File: config.mk
export PLATFORM = sky130hd
export DESIGN_NAME = hamming_secded_codec
export DESIGN_NICKNAME = d
export VERILOG_FILES = /design/src/hdl/hsc_pkg.sv /design/src/hdl/hamming_secded_codec.sv
export SDC_FILE = /design/constraint.sdc
export NUM_CORES = 1
export LEC_CHECK = 0
export ABC_AREA = 1
export BUFFER_PORTS_ARGS = -buffer_cell sky130_fd_sc_hd__buf_2
export CAP_MARGIN = 20
export CORE_AREA = 2 2 194 196
export DETAILED_ROUTE_END_ITERATION = 6
export DIE_AREA = 0 0 196 198
export GPL_TIMING_DRIVEN = 1
export PLACE_DENSITY = 0.7
export SYNTH_ARGS = -nofsm -noshare
export SYNTH_HDL_FRONTEND = slang
export SYNTH_SLANG_ARGS = --single-unit
export TNS_END_PERCENT = 50
File: constraint.sdc
create_clock -name clk -period 9.5 [get_ports clk]
set_clock_uncertainty 0.05 [all_clocks]
set_input_delay 1.425 -clock clk [delete_from_list [all_inputs] [get_ports clk]]
set_output_delay 1.425 -clock clk [all_outputs]
set_load 0.01 [all_outputs]
File: src/hdl/hsc_pkg.sv
`timescale 1ns / 1ps

package hsc_pkg;

	localparam int WORD_W  = 64;
	localparam int SYN_W   = 6;
	localparam int ORDER_W = 3;
	localparam int STAT_W  = 2;

	localparam int unsigned MIN_ORDER = 2;
	localparam int unsigned MAX_ORDER = 6;
	localparam logic [ORDER_W-1:0] RESET_ORDER = 3'd3;

	localparam int ADDR_W = 3;
	localparam int DATA_W = 32;

	// register index, taken from paddr[2]
	localparam logic REG_CODE_ORDER = 1'b0;
	localparam logic REG_EXTENDED   = 1'b1;

	localparam logic OP_ENCODE = 1'b0;
	localparam logic OP_DECODE = 1'b1;

	localparam logic [STAT_W-1:0] ST_OK        = 2'd0;
	localparam logic [STAT_W-1:0] ST_CORRECTED = 2'd1;
	localparam logic [STAT_W-1:0] ST_DOUBLE    = 2'd2;

	typedef struct packed {
		logic              opcode;
		logic [WORD_W-1:0] in_word;
	} req_t;

	typedef struct packed {
		logic [WORD_W-1:0] out_word;
		logic [STAT_W-1:0] status;
		logic [SYN_W-1:0]  syndrome;
	} rsp_t;

	// place data bits, LSB first, at the positions that are not powers of two
	function automatic logic [WORD_W-1:0] scatter(input logic [WORD_W-1:0] data);
		logic [WORD_W-1:0] cw;
		int di;
		cw = '0;
		di = 0;
		for (int p = 1; p < WORD_W; p++) begin
			if ((p & (p - 1)) != 0) begin
				cw[p-1] = data[di];
				di++;
			end
		end
		return cw;
	endfunction

	// pull data bits back out of the non-parity positions
	function automatic logic [WORD_W-1:0] gather(input logic [WORD_W-1:0] cw);
		logic [WORD_W-1:0] data;
		int di;
		data = '0;
		di = 0;
		for (int p = 1; p < WORD_W; p++) begin
			if ((p & (p - 1)) != 0) begin
				data[di] = cw[p-1];
				di++;
			end
		end
		return data;
	endfunction

	// bit r is the XOR of every position whose index has bit r set
	function automatic logic [SYN_W-1:0] syndrome_of(input logic [WORD_W-1:0] cw);
		logic [SYN_W-1:0] syn;
		syn = '0;
		for (int r = 0; r < SYN_W; r++) begin
			for (int p = 1; p < WORD_W; p++) begin
				if (((p >> r) & 1) != 0) begin
					syn[r] = syn[r] ^ cw[p-1];
				end
			end
		end
		return syn;
	endfunction

endpackage

File: src/hdl/hamming_secded_codec.sv
`timescale 1ns / 1ps

// Hamming SEC-DED encoder/decoder, orders 2 to 6, optional overall parity bit.
// Throughput: one word per cycle while rsp_stall is low; four register stages of
// fixed XOR trees (input capture, placement/mask, syndrome and parity,
// correction and extraction) lie between an accepted request and its response on rsp.
// Reset clears all stage valid bits; code_order resets to 3, extended_q to 0.
module hamming_secded_codec (
	input  logic                         clk,
	input  logic                         arst_n,

	input  logic                         psel,
	input  logic                         penable,
	input  logic                         pwrite,
	input  logic [hsc_pkg::ADDR_W-1:0]   paddr,
	input  logic [hsc_pkg::DATA_W-1:0]   pwdata,
	output logic [hsc_pkg::DATA_W-1:0]   prdata,
	output logic                         pready,

	input  logic                         req_valid,
	output logic                         req_stall,
	input  hsc_pkg::req_t                req,

	output logic                         rsp_valid,
	input  logic                         rsp_stall,
	output hsc_pkg::rsp_t                rsp
);

	localparam int W = hsc_pkg::WORD_W;
	localparam int S = hsc_pkg::SYN_W;

	// configuration
	logic [hsc_pkg::ORDER_W-1:0] code_order_q;
	logic                        extended_q;
	logic                        cfg_wr;

	assign pready = 1'b1;
	assign cfg_wr = psel && penable && pwrite;

	always_ff @(posedge clk or negedge arst_n) begin
		if (!arst_n) begin
			code_order_q <= hsc_pkg::RESET_ORDER;
			extended_q   <= 1'b0;
		end else if (cfg_wr) begin
			if (paddr[2] == hsc_pkg::REG_CODE_ORDER) begin
				code_order_q <= pwdata[hsc_pkg::ORDER_W-1:0];
			end else begin
				extended_q <= pwdata[0];
			end
		end
	end

	always_comb begin
		prdata = '0;
		if (paddr[2] == hsc_pkg::REG_CODE_ORDER) begin
			prdata[hsc_pkg::ORDER_W-1:0] = code_order_q;
		end else begin
			prdata[0] = extended_q;
		end
	end

	// effective order, codeword length and mask
	logic [hsc_pkg::ORDER_W-1:0] order_eff;
	logic [S-1:0]                n_len;
	logic [W-1:0]                base_mask;

	always_comb begin
		priority if (code_order_q < hsc_pkg::ORDER_W'(hsc_pkg::MIN_ORDER)) begin
			order_eff = hsc_pkg::ORDER_W'(hsc_pkg::MIN_ORDER);
		end else if (code_order_q > hsc_pkg::ORDER_W'(hsc_pkg::MAX_ORDER)) begin
			order_eff = hsc_pkg::ORDER_W'(hsc_pkg::MAX_ORDER);
		end else begin
			order_eff = code_order_q;
		end
		n_len     = S'((7'd1 << order_eff) - 7'd1);
		base_mask = (W'(1) << n_len) - W'(1);
	end

	// pipeline control
	logic v_s1, v_s2, v_s3, v_s4;
	logic en1, en2, en3, en4;

	assign en4       = !v_s4 || !rsp_stall;
	assign en3       = !v_s3 || en4;
	assign en2       = !v_s2 || en3;
	assign en1       = !v_s1 || en2;
	assign req_stall = !en1;
	assign rsp_valid = v_s4;

	always_ff @(posedge clk or negedge arst_n) begin
		if (!arst_n) begin
			v_s1 <= 1'b0;
			v_s2 <= 1'b0;
			v_s3 <= 1'b0;
			v_s4 <= 1'b0;
		end else begin
			if (en1) v_s1 <= req_valid;
			if (en2) v_s2 <= v_s1;
			if (en3) v_s3 <= v_s2;
			if (en4) v_s4 <= v_s3;
		end
	end

	// stage 1: capture the request
	logic         op_s1;
	logic [W-1:0] word_s1;

	always_ff @(posedge clk) begin
		if (en1) begin
			op_s1   <= req.opcode;
			word_s1 <= req.in_word;
		end
	end

	// stage 2: place data or mask codeword, grab the overall parity bit
	logic         op_s2;
	logic [W-1:0] cw_s2;
	logic         top_s2;

	always_ff @(posedge clk) begin
		if (en2) begin
			op_s2  <= op_s1;
			top_s2 <= word_s1[n_len];
			if (op_s1 == hsc_pkg::OP_DECODE) begin
				cw_s2 <= word_s1 & base_mask;
			end else begin
				cw_s2 <= hsc_pkg::scatter(word_s1) & base_mask;
			end
		end
	end

	// stage 3: syndrome and parity over the base codeword
	logic         op_s3;
	logic [W-1:0] cw_s3;
	logic         top_s3;
	logic [S-1:0] syn_s3;
	logic         par_s3;

	always_ff @(posedge clk) begin
		if (en3) begin
			op_s3  <= op_s2;
			cw_s3  <= cw_s2;
			top_s3 <= top_s2;
			syn_s3 <= hsc_pkg::syndrome_of(cw_s2);
			par_s3 <= ^cw_s2;
		end
	end

	// stage 4: finish encode, or correct and extract on decode
	hsc_pkg::rsp_t rsp_next;
	logic [W-1:0]  enc_cw;
	logic [W-1:0]  dec_cw;
	logic [W-1:0]  flip;
	logic          overall;
	logic          syn_nz;

	always_comb begin
		enc_cw = cw_s3;
		for (int r = 0; r < S; r++) begin
			enc_cw[(1 << r) - 1] = cw_s3[(1 << r) - 1] | syn_s3[r];
		end
		// parity bits add the syndrome's own parity to the data parity
		if (extended_q && (par_s3 ^ (^syn_s3))) begin
			enc_cw = enc_cw | (W'(1) << n_len);
		end

		syn_nz  = syn_s3 != '0;
		overall = par_s3 ^ top_s3;
		flip    = W'(1) << (syn_s3 - S'(1));
		dec_cw  = cw_s3;

		rsp_next.status = hsc_pkg::ST_OK;
		if (extended_q) begin
			priority if (syn_nz && overall) begin
				dec_cw          = cw_s3 ^ flip;
				rsp_next.status = hsc_pkg::ST_CORRECTED;
			end else if (syn_nz) begin
				rsp_next.status = hsc_pkg::ST_DOUBLE;
			end else if (overall) begin
				rsp_next.status = hsc_pkg::ST_CORRECTED;
			end else begin
				rsp_next.status = hsc_pkg::ST_OK;
			end
		end else if (syn_nz) begin
			dec_cw          = cw_s3 ^ flip;
			rsp_next.status = hsc_pkg::ST_CORRECTED;
		end

		if (op_s3 == hsc_pkg::OP_DECODE) begin
			rsp_next.out_word = hsc_pkg::gather(dec_cw);
			rsp_next.syndrome = syn_s3;
		end else begin
			rsp_next.out_word = enc_cw;
			rsp_next.status   = hsc_pkg::ST_OK;
			rsp_next.syndrome = '0;
		end
	end

	hsc_pkg::rsp_t rsp_s4;

	always_ff @(posedge clk) begin
		if (en4) begin
			rsp_s4 <= rsp_next;
		end
	end

	assign rsp = rsp_s4;

endmodule
==> qor.csv <==
metric,value,unit
status,"finished, final reports clean",
ys_seq_area_share,46.6,%
track_usage,28.2,%
port-buffer-count,152,
final_nets,2575,
hold_violations,0,
ys_async_sr_fraction,2.82,%
final.setup.tns,0,ns
p_switching,2.74,mW
slew_headroom,28.1,%
grt_max_degree,81,
worstPathArrival,3.66,ns
peakVddDrop,0.173,mV
worst_setup_path_start_kind,primary input,
worst_pin_slew,1.07,ns
min_from,top_s2$_DFFE_PP_,
synth_edf_count,276,
r2r_setup_slack,5.81,ns
leakage,9.69,nW
period_needed,5.13,ns
yosys_warnings,0,
holdPathStages,0,
report.final.slew_viol_count,0,
critPathRequiredTime,8.03,ns
die_w,196,µm
cts_inserted_buffers,34,
num_rows,71,
cap_violations,0,
wl_per_cell,18.5,µm
pwr-share-comb,44.7,%
cts_sinks,284,
post_cts.repair.setup_buffers,0,
core,0.0370,mm²
clock_power_share,21.2,%
dpl_cell_area,0.0192,mm²
path_max_fanout,74,
crit_type,primary input to output port,
drive_above_1_share,11.6,%
cts_buffer_depth,3,
syn_inst,2337,
first_global_vias,14700,
grt_pass1_wl,82700,µm
end_kind,output port,
die_y,198,µm
timing.rr.start,syn_s3[0]$_DFFE_PP_,
fin_crit_sh,54.0,%
cts_tree,done,
ant_nets,0,
holdPathEnd,top_s3$_DFFE_PP_,
cts_resized,0,
antenna_found_initial,1,
pin_count,214,
hold_path.class,flip-flop to flip-flop,
path_clk_slew,0.06,ns
layout_commonest_cell,nand2_1,
start_util,49.3,%
cts_hold_buf,0,
wirelength,54500,µm
ys_seq_elements,284,
p_int,3.43,mW
die-area,0.0388,mm²
grt_setup_unrepaired,false,
final_cell_mix,"nand2_1, edfxtp_1, nand3_1",
fin_area,0.0204,mm²
netlist_area,0.0182,mm²
grt.overflow.total,0,
viasPerCell,5.47,
fmax,0.195,GHz
post-dp-hpwl,40200,µm
gp_congestion,0.937,
pwr_density_cell,303,mW/mm²
sw_frac_of_total,44.4,%
reg2reg_depth,13,
setup_viol,0,
yosysUniqueCellTypes,54,
drc,0,
firstDrtPassIters,7,
first_iter_violations,1441,
cts_root_buffer,clkbuf_16,
synth-main-ff-cell,edfxtp_1,
antenna_cells,0,
syn_to_final_growth,11.7,%
syn_avg_cell_area,7.80,µm²
timing.rr.end,rsp[53]$_DFFE_PP_,
num_vias,16200,
p_seq_share,34.1,%
htreeDepth,2,
clock_latency,0.55,ns
-- synth_stat cells (7+ instances only) --
master / count / area [µm²]
nand2_1: 860 / 3230
edfxtp_1: 276 / 8290
nand3_1: 272 / 1360
inv_1: 203 / 762
nor2_1: 130 / 488
a21oi_1: 127 / 636
clkbuf_1: 68 / 255
o21ai_0: 68 / 340
xnor2_1: 59 / 517
xor2_1: 56 / 490
buf_4: 33 / 248
nand4_1: 21 / 131
nor3_1: 19 / 95.1
buf_2: 16 / 80.1
ha_1: 14 / 175
nand2_2: 8 / 50.1
inv_2: 7 / 26.3
nand3b_1: 7 / 52.6
nor2_4: 7 / 78.8
-- layout make-up --
| class | instances | area [µm²] |
|---|---|---|
| sequential | 284 | 8490 |
| timing repair buffer | 169 | 888 |
| multi-input combinational | 1753 | 8470 |
| clock inverter | 19 | 188 |
| tap | 474 | 593 |
| inverter | 212 | 796 |
| clock buffer | 41 | 928 |
| fill | 3373 | 16600 |
-- cell families (layout without fill, tap and decap cells) --
kind of cell | after synthesis | count (layout) | synth area share, %
adder cells (fa/ha/maj) | 14 | 14 | 0.962
AO/OA/AOI/OAI | 229 | 229 | 6.92
XOR/XNOR | 117 | 117 | 5.71
AND/OR/NAND/NOR | 1350 | 1350 | 31.7
buffers and inverters | 339 | 441 | 7.97
other | 2 | 41 | 0.0412
flip-flops | 284 | 284 | 46.6
multiplexers | 2 | 2 | 0.110
-- routing by layer --
layer | track usage, % | part of all wire [%] | vias up | wire length [µm]
met4 | 13.6 | 5.0 | 0 | 2750
met5 | 0 | 0 | - | 0
met3 | 4.84 | 8.5 | 123 | 4640
li1 | - | - | 7830 | -
met1 | 37.2 | 41 | 7446 | 22600
met2 | 45.3 | 45 | 756 | 24500
-- sequential cells by signal, summed over array words and instances, names as in the netlist, 3 cells and up --
name and cells:
word_s1 64, rsp 72, cw_s2 64, syn_s3 6
cw_s3 64, code_order_q 3
-- stage by stage --
step           hold WS, ns  setup WS (ns)  util [%]  power [mW]  std cells
6_report             0.376           4.37      55.1        6.17       2952
5_1_grt              0.387           4.06      55.1        6.60       2952
4_1_cts              0.387           4.27      55.1        6.14       2952
3_5_place_dp         0.363           4.27      52.1        4.83       2892
3_3_place_gp         0.351           4.32      52.1        4.74       2892
2_1_floorplan        0.350           1.31         -        4.04       2376
-- worst max-delay path: stages --
cell and delay, ns:
buf_2 0.11, nand2_4 0.05, buf_4 0.65, nor2_1 0.11
inv_2 0.19, nor2_1 0.07, inv_2 0.05, buf_4 0.62
nor2_1 0.16, buf_2 0.19
-- power groups by stage --
stage | combinational, mW | clock [mW] | sequential [mW]
after floorplan | 2.06 | 0 | 1.97
after global routing | 3.10 | 1.38 | 2.13
final | 2.76 | 1.31 | 2.11
after detailed placement | 2.70 | 0 | 2.12
after CTS | 2.71 | 1.33 | 2.10
after global placement | 2.63 | 0 | 2.12
-- worst max-delay path by stage --
| stage | start | end |
|---|---|---|
| 2_1_floorplan | rsp_stall | op_s1$_DFFE_PN_ |
| 3_3_place_gp | rsp_stall | req_stall |
| 5_1_grt | rsp_stall | req_stall |
| 6_report | rsp_stall | req_stall |
| 3_5_place_dp | rsp_stall | req_stall |
| 4_1_cts | rsp_stall | req_stall |
No activity file was read; power rests on OpenSTA's default activity.
